$ cat src/sv/sdt_pkg.sv
package sdt_pkg;

  // table geometry
  localparam int unsigned TABLE_ENTRIES = 256;
  localparam int unsigned IDX_W         = $clog2(TABLE_ENTRIES);

  // busy map: one bit per entry, packed into words of MAP_W bits
  localparam int unsigned MAP_W     = 32;
  localparam int unsigned MAP_BIT_W = $clog2(MAP_W);
  localparam int unsigned MAP_WORDS = (TABLE_ENTRIES + MAP_W - 1) / MAP_W;
  localparam int unsigned MAP_IDX_W = (MAP_WORDS > 1) ? $clog2(MAP_WORDS) : 1;

  // descriptor layout
  localparam int unsigned DESC_W   = 64;
  localparam int unsigned ATTR_LSB = 40;
  localparam int unsigned ATTR_W   = 16;

  typedef enum logic [1:0] {
    ACT_SET   = 2'd0,
    ACT_ALLOC = 2'd1,
    ACT_FREE  = 2'd2
  } sdt_action_e;

  typedef enum logic [1:0] {
    ST_OK    = 2'd0,
    ST_FULL  = 2'd1,
    ST_RANGE = 2'd2
  } sdt_status_e;

  typedef struct packed {
    logic [1:0]  action;
    logic [15:0] selector;
    logic [31:0] seg_base;
    logic [31:0] seg_limit;
    logic [15:0] seg_attr;
  } sdt_item_t;

  typedef struct packed {
    logic [1:0]        status;
    logic [15:0]       found_selector;
    logic [DESC_W-1:0] packed_entry;
  } sdt_result_t;

  // top -> busy map
  typedef struct packed {
    logic                 load;     // item accepted: latch word, start read
    logic                 alloc;    // read the first word with a free entry
    logic [MAP_IDX_W-1:0] word;     // word of the addressed entry
    logic                 upd;      // write back one bit of the latched word
    logic [MAP_BIT_W-1:0] bit_sel;
    logic                 val;
    logic                 clr;      // clear sweep write
    logic [MAP_IDX_W-1:0] clr_word;
  } sdt_map_cmd_t;

  // busy map -> top
  typedef struct packed {
    logic                 any_free;
    logic [MAP_IDX_W-1:0] word;
    logic [MAP_BIT_W-1:0] bit_idx;
  } sdt_map_rsp_t;

endpackage

$ cat src/sv/sdt_ram.sv
module sdt_ram #(
  parameter int unsigned Width = 64,
  parameter int unsigned Depth = 256,
  localparam int unsigned AddrW = (Depth > 1) ? $clog2(Depth) : 1
) (
  input  logic             clk_i,
  input  logic             we_i,
  input  logic [AddrW-1:0] waddr_i,
  input  logic [Width-1:0] wdata_i,
  input  logic [AddrW-1:0] raddr_i,
  output logic [Width-1:0] rdata_o
);

  logic [Width-1:0] mem_q [Depth];
  logic [Width-1:0] rdata_q;

  always_ff @(posedge clk_i) begin
    if (we_i) begin
      mem_q[waddr_i] <= wdata_i;
    end
    rdata_q <= mem_q[raddr_i];
  end

  assign rdata_o = rdata_q;

endmodule

$ cat src/sv/sdt_busy_map.sv
module sdt_busy_map import sdt_pkg::*; (
  input  logic         clk_i,
  input  logic         rst_ni,
  input  sdt_map_cmd_t cmd_i,
  output sdt_map_rsp_t rsp_o
);

  // word is full once every entry in it is busy
  logic [MAP_WORDS-1:0] full_q;
  logic [MAP_IDX_W-1:0] word_q, word_d;
  logic [MAP_IDX_W-1:0] free_word;
  logic [MAP_IDX_W-1:0] raddr;
  logic [MAP_W-1:0]     rdata, pad, scan, upd_word;
  logic [MAP_BIT_W-1:0] free_bit;
  logic                 we;
  logic [MAP_IDX_W-1:0] waddr;
  logic [MAP_W-1:0]     wdata;

  // entry zero and entries past the table never count as free
  function automatic logic [MAP_W-1:0] pad_mask(logic [MAP_IDX_W-1:0] w);
    int unsigned e;
    logic [MAP_W-1:0] m;
    m = '0;
    for (int b = 0; b < MAP_W; b++) begin
      e = 32'(w) * MAP_W + 32'(b);
      m[b] = (e == 0) || (e >= TABLE_ENTRIES);
    end
    return m;
  endfunction

  always_comb begin
    free_word = '0;
    for (int w = MAP_WORDS - 1; w >= 0; w--) begin
      if (!full_q[w]) free_word = MAP_IDX_W'(w);
    end
  end

  assign raddr  = cmd_i.alloc ? free_word : cmd_i.word;
  assign word_d = cmd_i.load ? raddr : word_q;

  always_ff @(posedge clk_i) begin
    word_q <= word_d;
  end

  assign pad  = pad_mask(word_q);
  assign scan = rdata | pad;

  always_comb begin
    free_bit = '0;
    for (int b = MAP_W - 1; b >= 0; b--) begin
      if (!scan[b]) free_bit = MAP_BIT_W'(b);
    end
  end

  always_comb begin
    upd_word = rdata;
    upd_word[cmd_i.bit_sel] = cmd_i.val;
  end

  assign we    = cmd_i.upd || cmd_i.clr;
  assign waddr = cmd_i.clr ? cmd_i.clr_word : word_q;
  assign wdata = cmd_i.clr ? '0 : upd_word;

  always_ff @(posedge clk_i or negedge rst_ni) begin
    if (!rst_ni) begin
      full_q <= '0;
    end else if (cmd_i.upd) begin
      full_q[word_q] <= &(upd_word | pad);
    end
  end

  sdt_ram #(
    .Width (MAP_W),
    .Depth (MAP_WORDS)
  ) u_map_ram (
    .clk_i   (clk_i),
    .we_i    (we),
    .waddr_i (waddr),
    .wdata_i (wdata),
    .raddr_i (raddr),
    .rdata_o (rdata)
  );

  assign rsp_o.any_free = ~&full_q;
  assign rsp_o.word     = word_q;
  assign rsp_o.bit_idx  = free_bit;

endmodule

$ cat src/sv/segment_descriptor_table_top.sv
// Segment descriptor table: set / alloc / free on a table of 64-bit descriptors.
// Result strobe (done_o) is registered from S_WB, the write-back state after accept.
// Items go through a memory read-modify-write; busy blocks a new item until it ends.
// Reset: a pass over all TABLE_ENTRIES (256) entries zeroes both memories; busy is
// high until it ends. The receiver cannot stall: each result shows for one cycle.
module segment_descriptor_table_top import sdt_pkg::*; (
  input  logic        clk_i,
  input  logic        rst_ni,
  input  logic        start,
  output logic        busy,
  input  sdt_item_t   item_i,
  output logic        done_o,
  output sdt_result_t result_o
);

  localparam logic [1:0] S_CLEAR = 2'd0;
  localparam logic [1:0] S_IDLE  = 2'd1;
  localparam logic [1:0] S_WB    = 2'd2;

  localparam logic [DESC_W-1:0] ATTR_MASK = DESC_W'(64'hFFFF) << ATTR_LSB;

  logic [1:0]        state_q, state_d;
  logic [IDX_W-1:0]  clr_q, clr_d;
  sdt_item_t         req_q;
  logic              free_q;      // a free entry existed when the item was taken
  logic              done_q, done_d;
  sdt_result_t       res_q, res_d;

  logic              accept;
  logic              out_of_range;
  logic [IDX_W-1:0]  req_idx;
  logic [DESC_W-1:0] packed_desc;
  logic [DESC_W-1:0] desc_rdata;
  logic              desc_we;
  logic [IDX_W-1:0]  desc_waddr;
  logic [DESC_W-1:0] desc_wdata;
  sdt_map_cmd_t      map_cmd;
  sdt_map_rsp_t      map_rsp;

  // Pack base / limit / attr. A limit above 0xFFFFF goes page granular.
  function automatic logic [DESC_W-1:0] pack_desc(logic [31:0] base, logic [31:0] limit,
                                                 logic [15:0] attr);
    logic        gran;
    logic [31:0] lim;
    logic [15:0] a;
    gran = limit > 32'hF_FFFF;
    lim  = gran ? (limit >> 12) : limit;
    a    = attr | (gran ? 16'h8000 : 16'h0000) | {4'h0, lim[19:16], 8'h00};
    return {base[31:24], a, base[23:16], base[15:0], lim[15:0]};
  endfunction

  assign busy   = state_q != S_IDLE;
  assign accept = start && !busy;

  assign req_idx      = IDX_W'(req_q.selector[15:3]);
  assign out_of_range = 32'(req_q.selector[15:3]) >= TABLE_ENTRIES;
  assign packed_desc  = pack_desc(req_q.seg_base, req_q.seg_limit, req_q.seg_attr);

  // sequencer
  always_comb begin
    state_d = state_q;
    clr_d   = clr_q;
    unique case (state_q)
      S_CLEAR: begin
        clr_d = clr_q + 1'b1;
        if (32'(clr_q) == TABLE_ENTRIES - 1) state_d = S_IDLE;
      end
      S_IDLE: begin
        if (accept) state_d = S_WB;
      end
      S_WB: begin
        state_d = S_IDLE;
      end
      default: begin
        state_d = S_IDLE;
      end
    endcase
  end

  always_ff @(posedge clk_i or negedge rst_ni) begin
    if (!rst_ni) begin
      state_q <= S_CLEAR;
      clr_q   <= '0;
      done_q  <= 1'b0;
    end else begin
      state_q <= state_d;
      clr_q   <= clr_d;
      done_q  <= done_d;
    end
  end

  always_ff @(posedge clk_i) begin
    if (accept) begin
      req_q  <= item_i;
      free_q <= map_rsp.any_free;
    end
    res_q <= res_d;
  end

  // write-back stage and clearing pass; memory data for the item is valid in write-back
  always_comb begin
    done_d         = state_q == S_WB;
    res_d          = '0;
    res_d.status   = ST_OK;
    desc_we        = 1'b0;
    desc_waddr     = req_idx;
    desc_wdata     = packed_desc;
    map_cmd        = '0;
    map_cmd.load   = accept;
    map_cmd.alloc  = item_i.action == ACT_ALLOC;
    map_cmd.word   = MAP_IDX_W'(item_i.selector[15:3] >> MAP_BIT_W);
    map_cmd.bit_sel = MAP_BIT_W'(req_q.selector[15:3]);

    if (state_q == S_CLEAR) begin
      desc_we    = 1'b1;
      desc_waddr = clr_q;
      desc_wdata = '0;
      map_cmd.clr      = 32'(clr_q) < MAP_WORDS;
      map_cmd.clr_word = MAP_IDX_W'(clr_q);
    end

    if (state_q == S_WB) begin
      case (sdt_action_e'(req_q.action))
        ACT_SET: begin
          if (out_of_range) begin
            res_d.status = ST_RANGE;
          end else begin
            res_d.packed_entry = packed_desc;
            desc_we            = 1'b1;
            map_cmd.upd        = 1'b1;
            map_cmd.val        = packed_desc[ATTR_LSB +: ATTR_W] != '0;
          end
        end
        ACT_ALLOC: begin
          if (free_q) begin
            res_d.found_selector =
              16'((32'(map_rsp.word) * MAP_W + 32'(map_rsp.bit_idx)) << 3);
          end else begin
            res_d.status = ST_FULL;
          end
        end
        ACT_FREE: begin
          if (out_of_range) begin
            res_d.status = ST_RANGE;
          end else begin
            desc_we     = 1'b1;
            desc_wdata  = desc_rdata & ~ATTR_MASK;
            map_cmd.upd = 1'b1;
            map_cmd.val = 1'b0;
          end
        end
        default: begin
          // unused action code: no change, all-zero ok result
        end
      endcase
    end
  end

  sdt_ram #(
    .Width (DESC_W),
    .Depth (TABLE_ENTRIES)
  ) u_desc_ram (
    .clk_i   (clk_i),
    .we_i    (desc_we),
    .waddr_i (desc_waddr),
    .wdata_i (desc_wdata),
    .raddr_i (IDX_W'(item_i.selector[15:3])),
    .rdata_o (desc_rdata)
  );

  sdt_busy_map u_busy_map (
    .clk_i  (clk_i),
    .rst_ni (rst_ni),
    .cmd_i  (map_cmd),
    .rsp_o  (map_rsp)
  );

  assign done_o   = done_q;
  assign result_o = res_q;

  // checks
  a_done_after_wb: assert property (@(posedge clk_i) disable iff (!rst_ni)
    done_o |-> $past(state_q) == S_WB)
    else $error("result strobe without write-back");

  a_accept_to_wb: assert property (@(posedge clk_i) disable iff (!rst_ni)
    accept |=> state_q == S_WB)
    else $error("accepted item did not reach write-back");

  a_wb_to_done: assert property (@(posedge clk_i) disable iff (!rst_ni)
    state_q == S_WB |=> done_o && !busy)
    else $error("write-back not followed by result");

  a_alloc_nonzero: assert property (@(posedge clk_i) disable iff (!rst_ni)
    done_o && result_o.found_selector != '0 |-> result_o.status == ST_OK &&
      result_o.packed_entry == '0)
    else $error("found selector with bad status or payload");

  a_no_accept_in_clear: assert property (@(posedge clk_i) disable iff (!rst_ni)
    state_q == S_CLEAR |-> busy && !done_o)
    else $error("activity during clearing pass");

endmodule
$ cat config.mk
export PLATFORM = sky130hd
export DESIGN_NAME = segment_descriptor_table_top
export DESIGN_NICKNAME = d
export VERILOG_FILES = /design/src/sv/sdt_pkg.sv /design/src/sv/sdt_ram.sv /design/src/sv/sdt_busy_map.sv /design/src/sv/segment_descriptor_table_top.sv
export SDC_FILE = /design/constraint.sdc
export NUM_CORES = 1
export LEC_CHECK = 0
export ABC_AREA = 1
export BUFFER_PORTS_ARGS = -buffer_cell sky130_fd_sc_hd__buf_2
export CELL_PAD_IN_SITES_DETAIL_PLACEMENT = 0
export CELL_PAD_IN_SITES_GLOBAL_PLACEMENT = 2
export CORE_MARGIN = 4
export CORE_UTILIZATION = 38
export DETAILED_ROUTE_END_ITERATION = 16
export HOLD_SLACK_MARGIN = 0.12
export MAX_ROUTING_LAYER = met4
export PLACE_DENSITY = 0.81
export SYNTH_ARGS = -nofsm -noshare
export SYNTH_HDL_FRONTEND = slang
export SYNTH_HIERARCHICAL = 1
export SYNTH_SLANG_ARGS = --single-unit
$ cat constraint.sdc
create_clock -name clk_i -period 6.7 [get_ports clk_i]
set_clock_uncertainty 0.1 [all_clocks]
set_input_delay 0.335 -clock clk_i [delete_from_list [all_inputs] [get_ports clk_i]]
set_output_delay 0.335 -clock clk_i [all_outputs]
set_load 0.005 [all_outputs]
After elaboration in Yosys (flattened, before gate mapping)
Memory sizes are Yosys's and may differ from the RTL's. A register that Yosys moved wholly into a read port is not among the register bits.
Cells that the tools add are included.
- add/subtract/negate cells: 33
- multiply operators: 0
- divide/modulo/power cells: 0
- order comparisons: 39
- equal/unequal tests: 9
- shift operators: 0
- mux-type cells: 66
- bitwise operators: 6
- reduce and logical (&&, ||, !) cells: 80
- operator list (operator ; number):
    zero test 32 bit ; 32
    greater-or-equal comparator 32 x 9 -> 1 bit, second input constant ; 31
    two-way mux 5 bit ; 32
    adder 8 x 5 -> 9 bit, second input constant ; 16
    adder 8 x 4 -> 9 bit, second input constant ; 8
    OR 32 bit ; 2
    adder 8 x 3 -> 9 bit, second input constant ; 4
    logical OR 1 bit ; 33
    bitwise mux 32 bit ; 1
    > comparator 32 x 20 -> 1 bit, second input constant ; 1
    two-way mux 32 bit ; 1
    AND reduction 32 bit ; 1
    two-way mux 3 bit ; 10
    two-way mux 20 bit ; 1
    adder 8 x 2 -> 9 bit, second input constant ; 2
    two-way mux 16 bit ; 1
    OR 16 x 12 -> 16 bit ; 1
    OR 16 bit ; 1
    nonzero test 16 bit ; 1
    greater-or-equal comparator 13 x 9 -> 1 bit, second input constant ; 1
    two-way mux 1 bit ; 11
    adder 8 x 1 -> 9 bit, second input constant ; 1
    adder 8 x 5 -> 9 bit ; 1
    greater-or-equal comparator 8 x 9 -> 1 bit, second input constant ; 1
    26 further kinds ; 39
- bits in registers: 203
- bits in latches: 0
- memory bits (writable): 256
- ROM bits: 0
- output and inout port bits: 84
- word-level logic and storage cells: 249
- memories kept: 1
- memory list (memory ; depth ; width ; read ports ; clocked after Yosys merged registers in ; wr ports ; line ; RTL):
    u_busy_map.u_map_ram.mem_q ; 8 ; 32 ; 1 ; 1 ; 1 ; sdt_ram.sv:14 ; logic [Width-1:0] mem_q [Depth];

Logic depth before layout (Yosys ltp)
Gate-level depths: netlist (run 1).
- word-level depth: 37
- mapped depth: 33
- depth with buffers taken out: 33

Modules after synthesis
Netlist (run 1), hierarchy kept.
- modules (own cells, without submodules) (module ; times used ; cells an instance ; area each (um2)):
    sdt_ram ; 1 ; 1156 ; 11872.6
    segment_descriptor_table_top ; 1 ; 451 ; 5813.1
    sdt_busy_map ; 1 ; 327 ; 1742.9

Worst setup path after synthesis (run 1)
Ideal clock, no wire load.
- path type: register to register
- from: register state_q[1]
- to: register free_q (enable)
- arrival time: 4606 ps
- data required time: 6047 ps
- setup slack: 1441 ps
- stages on the path, launching flop included: 4
- buffers on the path: 0
- clock period less this slack: 5259 ps
- cell sequence: dfrtp_1 > inv_1 > nand2_1 > nor2_1
- cells in the longest elaborated chain, start to end: 3
- ends and longest elaborated chain (element ; line ; RTL):
    start, declared ; segment_descriptor_table_top.sv:22 ; logic [1:0] state_q, state_d;
    start signal, assigned ; segment_descriptor_table_top.sv:86 ; state_q <= state_d;
    != test 2 x 1 -> 1 bit ; segment_descriptor_table_top.sv:52 ; assign busy = state_q != S_IDLE;
    net busy ; segment_descriptor_table_top.sv:10 ; output logic busy,
    zero test 1 bit ; segment_descriptor_table_top.sv:53 ; assign accept = start && !busy;
    logical AND 1 bit ; segment_descriptor_table_top.sv:53 ;
    net accept ; segment_descriptor_table_top.sv:29 ; logic accept;
    end signal, assigned ; segment_descriptor_table_top.sv:95 ; free_q <= map_rsp.any_free;
    end, declared ; segment_descriptor_table_top.sv:25 ; logic free_q;
The timed path passes the listed nets, and every way through them passes these cells.
A chain may end at the register's enable or synchronous reset.

==> flow_metrics.env, run 1 <==
export IMPL_post_route_drc_count=0
export IMPL_cts_tree="built"
export IMPL_synth_area_per_cell_um2=10.05
export IMPL_setup_viol=0
export IMPL_nets=2309
export IMPL_wire_per_inst_um=15.63
export IMPL_worst_path_max_fanout=73
export IMPL_end_kind="flop"
export IMPL_seq_power_share_pct=49.5
export IMPL_ioPinCount=185
export IMPL_core_area_um2=50380
export IMPL_fp_row_count=82
export IMPL_vias=12990
export IMPL_combPwrFrac_pct=13.1
export IMPL_finalNonFillerCells=2921
export IMPL_port_buffers=173
export IMPL_hold_viol=0
export IMPL_r2r_slack_ps=2580
export IMPL_dr_first_iter_drc_count=718
export IMPL_grt_max_degree=74
export IMPL_ctsResizeCount=0
export IMPL_setup_worst_path_class="primary input to flop"
export IMPL_critPathArrivalTime_ps=4820
export IMPL_gp_congestion=0.7671
export IMPL_die_area_um2=54810
export IMPL_layout_min_cycle_time_ps=4404
export IMPL_synth_top_area_share_pct=54.40
export IMPL_ant_nets=0
export IMPL_area_growth_syn_to_layout_pct=21.64
export IMPL_vdd_drop_max_mv=0.2074
export IMPL_rr_startpoint="u_busy_map/full_q[7]$_DFFE_PN0P_"
export IMPL_max_freq_mhz=227.1
export IMPL_drv_slew=0
export IMPL_h_tree_depth=2
export IMPL_setup_tns_ps=0
export IMPL_run_status="complete, no violations"
export IMPL_nFillCells=4593
export IMPL_clockRootBuffer="clkbuf_16"
export IMPL_p_leak_nw=10.56
export IMPL_synth_area_top_cells="edfxtp_1 (54%), dfxtp_1 (11%), nand2_1 (11%)"
export IMPL_switching_share_pct=26.17
export IMPL_critPathRequiredTime_ps=7120
export IMPL_ys_ff_latch=477
export IMPL_rsz0062_at_grt="no"
export IMPL_grt_pass1_wl_um=70730
export IMPL_start_kind="primary input"
export IMPL_timing_max_cap_violations=0
export IMPL_syn_inst=1934
export IMPL_diodes=0
export IMPL_r2r_cells=15
export IMPL_hpwl_um=26470
export IMPL_max_slew_margin_pct=22.88
export IMPL_clk_pin_slew_worst_paths_ps=60
export IMPL_drive_gt1_share_pct=14.27
export IMPL_wl_um=45670
export IMPL_die_h_um=234.1
export IMPL_whs_ps=144.6
export IMPL_ys_seq_area_share_pct=67.77
export IMPL_numCtsBuffers=50
export IMPL_clockBufferDepth=3
export IMPL_initial_core_util_pct=38.57
export IMPL_grt_usage_pct=17.27
export IMPL_synth_cell_type_count=42
export IMPL_p_per_area_nw_per_um2=322.4
export IMPL_clkPwrFrac_pct=37.5
export IMPL_placed_cells=2733
export IMPL_tightest_slew_ps=1157
export IMPL_post_route_util_pct=46.92
export IMPL_syn_cell_area_um2=19430
export IMPL_grt_pass1_vias=12900
export IMPL_die_x_um=234.1
export IMPL_hp_class="primary input to asynchronous set/reset pin"
export IMPL_switching_power_w=0.001994
export IMPL_synth_top_cell_by_area="edfxtp_1"
export IMPL_antenna_found_initial=0
export IMPL_internal_power_w=0.005626
export IMPL_clock_sinks=477
export IMPL_period_share_pct=65.73
export IMPL_worstSkewPairLatency_ps=600
export IMPL_r2r_end="u_busy_map/u_map_ram/rdata_o[21]$_DFF_P_"
export IMPL_yosys_warnings=6
export IMPL_drt_vias_per_instance=4.447
export IMPL_drtPass1Iterations=5
export IMPL_gr_total_overflow=0
-- registers in the layout (all words and copies together) (netlist names) --
| name | cells |
|---|---|
| u_busy_map/u_map_ram/mem_q | 256 |
| map_cmd | 5 |
| packed_desc | 32 |
| u_busy_map/u_map_ram/rdata_o | 32 |
| clr_q | 8 |
| done_o | 1 |
| state_q | 2 |
| u_busy_map/full_q | 8 |
| free_q | 1 |
| result_o | 74 |
| u_busy_map/word_q | 3 |
| req_q | 55 |
-- cells in the mapped netlist --
master and number:
o21ai_2 8, nor2_1 184, o21ai_1 2, inv_4 1, o21ai_0 12, a211oi_2 4, buf_4 13, clkbuf_1 12
nor4_1 8, xor2_1 6, nor4_2 2, nand2_1 557, nor2_2 1, conb_1 1, nor3_2 8, o31ai_1 1
a21oi_1 33, a311oi_1 2, buf_1 6, buf_2 27, nor3_1 8, or2_2 1, nand3_1 143, buf_6 13
a31o_2 1, nor3_4 4, nand3b_1 1, a211oi_1 1, edfxtp_1 352, inv_6 1, inv_2 6, or3_1 1
nand2_2 2, dfxtp_1 106, nand4_1 8, nor2_4 2, ha_1 1, inv_1 366, o22ai_1 1, o21a_1 5
dfrtp_1 19, a31oi_1 4
-- routing by layer --
layer / global-route usage (%) / up-vias / wire (um)
met1: 21.77 / 6022 / 20430
met4: 4.382 / 0 / 873
met5: - / - / 0
met2: 28.47 / 292 / 21620
li1: - / 6610 / -
met3: 3.827 / 65 / 2754
-- stage by stage --
step	total power [W]	setup WS (ps)	area (um2)
after CTS	0.007721	2193	23630
after floorplan	0.004446	1441	19450
final	0.007621	2296	23630
after detailed placement	0.004801	2141	20960
after global routing	0.007984	1870	23630
after global placement	0.004775	2181	20960
-- cell families after synthesis --
logic type               count (synthesis)  synth area share (%)
AO/OA/AOI/OAI                           74                 2.396
flip-flops                             477                 67.77
AND/OR/NAND/NOR                        930                 19.91
buffers and inverters                  445                 9.563
XOR/XNOR                                 6                0.2705
other                                    1               0.01930
adder cells (fa/ha/maj)                  1               0.06439
-- cell usage in the layout (no fill, tap or decap), drive strengths merged, types with 2 or more instances in the layout --
cell         netlist  final
a211oi             5      5
a21oi             33     33
a311oi             2      2
a31oi              4      4
buf               59    191
bufinv             0      5
clkbuf            12     75
clkinv             0     13
conb               1      8
dfrtp             19     19
dfxtp            106    106
dlygate4sd3        0     94
edfxtp           352    352
inv              374    374
nand2            559    559
nand3            143    143
nand4              8      8
nor2             187    187
nor3              20     20
nor4              10     10
o21a               5      5
o21ai             22     22
xor2               6      6
-- power by group through the flow --
stage / combinational, W / clock, W / sequential, W
2_1_floorplan: 0.000630 / 0 / 0.00382
3_3_place_gp: 0.000947 / 0 / 0.00383
3_5_place_dp: 0.000967 / 0 / 0.00383
4_1_cts: 0.00101 / 0.00293 / 0.00377
5_1_grt: 0.00113 / 0.00305 / 0.00380
6_report: 0.000995 / 0.00285 / 0.00377
-- critical path, stage by stage --
cell	delay [ps]
dlygate4sd3_1	550
buf_2	130
nor2_1	550
nand3_1	220
o21ai_4	90
buf_4	600
clkinv_2	1120
buf_4	690
nand2_1	140
nand3_1	70
nand2_1	100
nand2_1	50
nand2_1	80
-- how the worst max path moves through the flow --
| stage | start | endpoint | slack (ps) | depth (start not counted) |
|---|---|---|---|---|
| floorplan | state_q[1]$_DFFE_PN0P_ | free_q$_DFFE_PP_ | 1440 | 3 |
| global placement | item_i[97] | u_busy_map/u_map_ram/rdata_o[10]$_DFF_P_ | 2180 | 12 |
| detailed placement | item_i[97] | u_busy_map/u_map_ram/rdata_o[21]$_DFF_P_ | 2140 | 12 |
| CTS | item_i[97] | u_busy_map/u_map_ram/rdata_o[21]$_DFF_P_ | 2190 | 13 |
| global route | item_i[97] | u_busy_map/u_map_ram/rdata_o[20]$_DFF_P_ | 1870 | 13 |
| finish | item_i[97] | u_busy_map/u_map_ram/rdata_o[21]$_DFF_P_ | 2300 | 13 |
-- area by class of cell --
cell class / instances / area (um2) / area share (%)
tap: 672 / 840.8 / 3.558
multi-input combinational: 1019 / 4538 / 19.20
timing repair buffer: 285 / 1942 / 8.216
sequential: 477 / 13170 / 55.71
inverter: 374 / 1414 / 5.982
clock inverter: 19 / 262.8 / 1.112
clock buffer: 75 / 1469 / 6.215
-- what timing repair did --
item | 4_1_cts | 5_1_grt
endpoints found under the hold margin | 112 | 0
buffers inserted | 0 | 0
hold buffers | 94 | 0
Note: power is estimated with default switching activity, not from simulation.
==> run 2: changes to the inputs <==
- clock period: 6.7 -> 4.59 ns (I/O delays scaled with it)
==> run 2 against run 1 <==
  * Count of clock-buffer cells in the layout fell by 7
  * Global-route usage rose by 0.13 points
  * Largest power group unchanged
  * Sequential power rose by 46%
  * Sequential share of layout area fell by 0.25 points
  * Die area did not move
  * Critical path depth rose by 4
  * Total power rose by 48%
  * Highest routed layer unchanged
  * Combinational power rose by 50%
  * Setup slack got worse by 1400 ps
  * Non-clock buffer count rose by 8
==> flow_metrics.env, run 2 (synthesis gave the netlist of run 1 again) <==
export IMPL_antenna_found_initial=0
export IMPL_hold_viol=0
export IMPL_numCtsBuffers=51
export IMPL_vdd_drop_max_mv=0.3420
export IMPL_timing_max_cap_violations=0
export IMPL_ctsResizeCount=0
export IMPL_run_status="complete, no violations"
export IMPL_worstHoldStart="item_i[39]"
export IMPL_gr_total_overflow=0
export IMPL_grt_pass1_vias=13080
export IMPL_worstSkewPairLatency_ps=600
export IMPL_clock_sinks=477
export IMPL_placed_cells=2740
export IMPL_rsz0062_at_grt="no"
export IMPL_setup_viol=0
export IMPL_grt_max_degree=75
export IMPL_wl_um=45830
export IMPL_max_slew_margin_pct=34.62
export IMPL_core_area_um2=50380
export IMPL_die_h_um=234.1
export IMPL_hp_class="primary input to flop"
export IMPL_cts_hold_buffers=95
export IMPL_gp_congestion=0.8245
export IMPL_h_tree_depth=2
export IMPL_largest_register_ffs=256
export IMPL_layout_min_cycle_time_ps=3668
export IMPL_post_route_drc_count=0
export IMPL_cts_tree="built"
export IMPL_tightest_slew_ps=980.7
export IMPL_p_total_w=0.01125
export IMPL_wire_per_inst_um=15.64
export IMPL_vias=13070
export IMPL_drv_slew=0
export IMPL_nets=2318
export IMPL_drtPass1Iterations=4
export IMPL_clockRootBuffer="clkbuf_16"
export IMPL_grt_usage_pct=17.39
export IMPL_setup_tns_ps=0
export IMPL_max_freq_mhz=272.7
export IMPL_ant_nets=0
export IMPL_crit_start="req_q[38]$_DFFE_PP_"
export IMPL_period_share_pct=79.90
export IMPL_dr_first_iter_drc_count=785
export IMPL_setup_worst_path_class="flop to flop"
export IMPL_hpwl_um=27320
export IMPL_postCtsSetupRepairBufs=0
export IMPL_regMostFlops="u_busy_map/u_map_ram/mem_q"
export IMPL_post_route_util_pct=47.12
export IMPL_start_kind="flop"
export IMPL_p_per_area_nw_per_um2=474.0
export IMPL_ioPinCount=185
export IMPL_critPathArrivalTime_ps=4080
export IMPL_port_buffers=173
export IMPL_initial_core_util_pct=38.57
export IMPL_critPathRequiredTime_ps=5000
export IMPL_die_x_um=234.1
export IMPL_diodes=0
export IMPL_drive_gt1_share_pct=14.57
export IMPL_clockBufferDepth=3
export IMPL_finalNonFillerCells=2930
export IMPL_p_leak_nw=10.60
export IMPL_final_common_cell="nand2_1"
export IMPL_drt_vias_per_instance=4.459
export IMPL_clk_pin_slew_worst_paths_ps=60
export IMPL_end_kind="flop"
export IMPL_fp_row_count=82
export IMPL_rr_startpoint="req_q[38]$_DFFE_PP_"
export IMPL_die_area_um2=54810
export IMPL_layout_common_cells="nand2_1 (557), inv_1 (365), edfxtp_1 (352)"
export IMPL_grt_pass1_wl_um=71820
export IMPL_worst_path_max_fanout=20
export IMPL_area_growth_syn_to_layout_pct=22.19
## run 2: final timing paths
check	endpoint	slack [ps]	depth (start not counted)
max	u_busy_map/full_q[1]$_DFFE_PN0P_	920	17
min	req_q[39]$_DFFE_PP_	240	2
max reg2reg	u_busy_map/full_q[1]$_DFFE_PN0P_	920	17
min reg2reg	result_o[80]$_SDFF_PP0_	350	1
max in group asynchronous	u_busy_map/full_q[7]$_DFFE_PN0P_	3090	3
min in group asynchronous	state_q[0]$_DFFE_PN0P_	750	3
## run 2: area by class of cell
| type | instances | area (um2) |
|---|---|---|
| clock buffers | 68 | 1370 |
| clock inverters | 27 | 379.1 |
| fillers | 4526 | 26640 |
| inverters | 374 | 1414 |
| multi-input cells | 1019 | 4538 |
| flip-flops and latches | 477 | 13170 |
| well taps | 672 | 840.8 |
| repair buffers | 293 | 2029 |
## run 2: through the flow
stage / worst slack, ps / cell area [um2] / hold WS [ps]
floorplan: 958.6 / 19460 / -166.1
global placement: 922.0 / 21040 / 99.38
detailed placement: 822.7 / 21040 / 105.9
CTS: 807.8 / 23740 / 202.3
global route: 526.3 / 23740 / 225.6
finish: 922.5 / 23740 / 236.9
## run 2: power by group
| part | total [W] | switching, W | internal [W] |
|---|---|---|---|
| Clock | 0.00426 | 0.00170 | 0.00256 |
| Combinational | 0.00149 | 0.00109 | 0.000397 |
| Sequential | 0.00551 | 0.000182 | 0.00532 |
| Total | 0.0113 | 0.00297 | 0.00828 |
## run 2: worst max-delay path, stage by stage, from the launching register on
cell,delay (ps)
edfxtp_1,370
inv_1,80
nand2_1,60
nor2_2,240
nand3_1,120
nand2_1,70
inv_1,40
nand3_1,70
nor2_1,50
nor2_1,240
inv_1,360
buf_4,300
nor2_1,110
a21oi_1,70
nor4_1,320
nand4_1,130
or3_1,620
o21ai_2,200
## run 2: metal layers
layer	vias up	wire length, um	GRT usage, %
met5	-	0	-
met4	0	824	4.270
met3	67	2730	4.130
met2	275	21540	28.02
met1	6093	20740	22.39
li1	6630	-	-
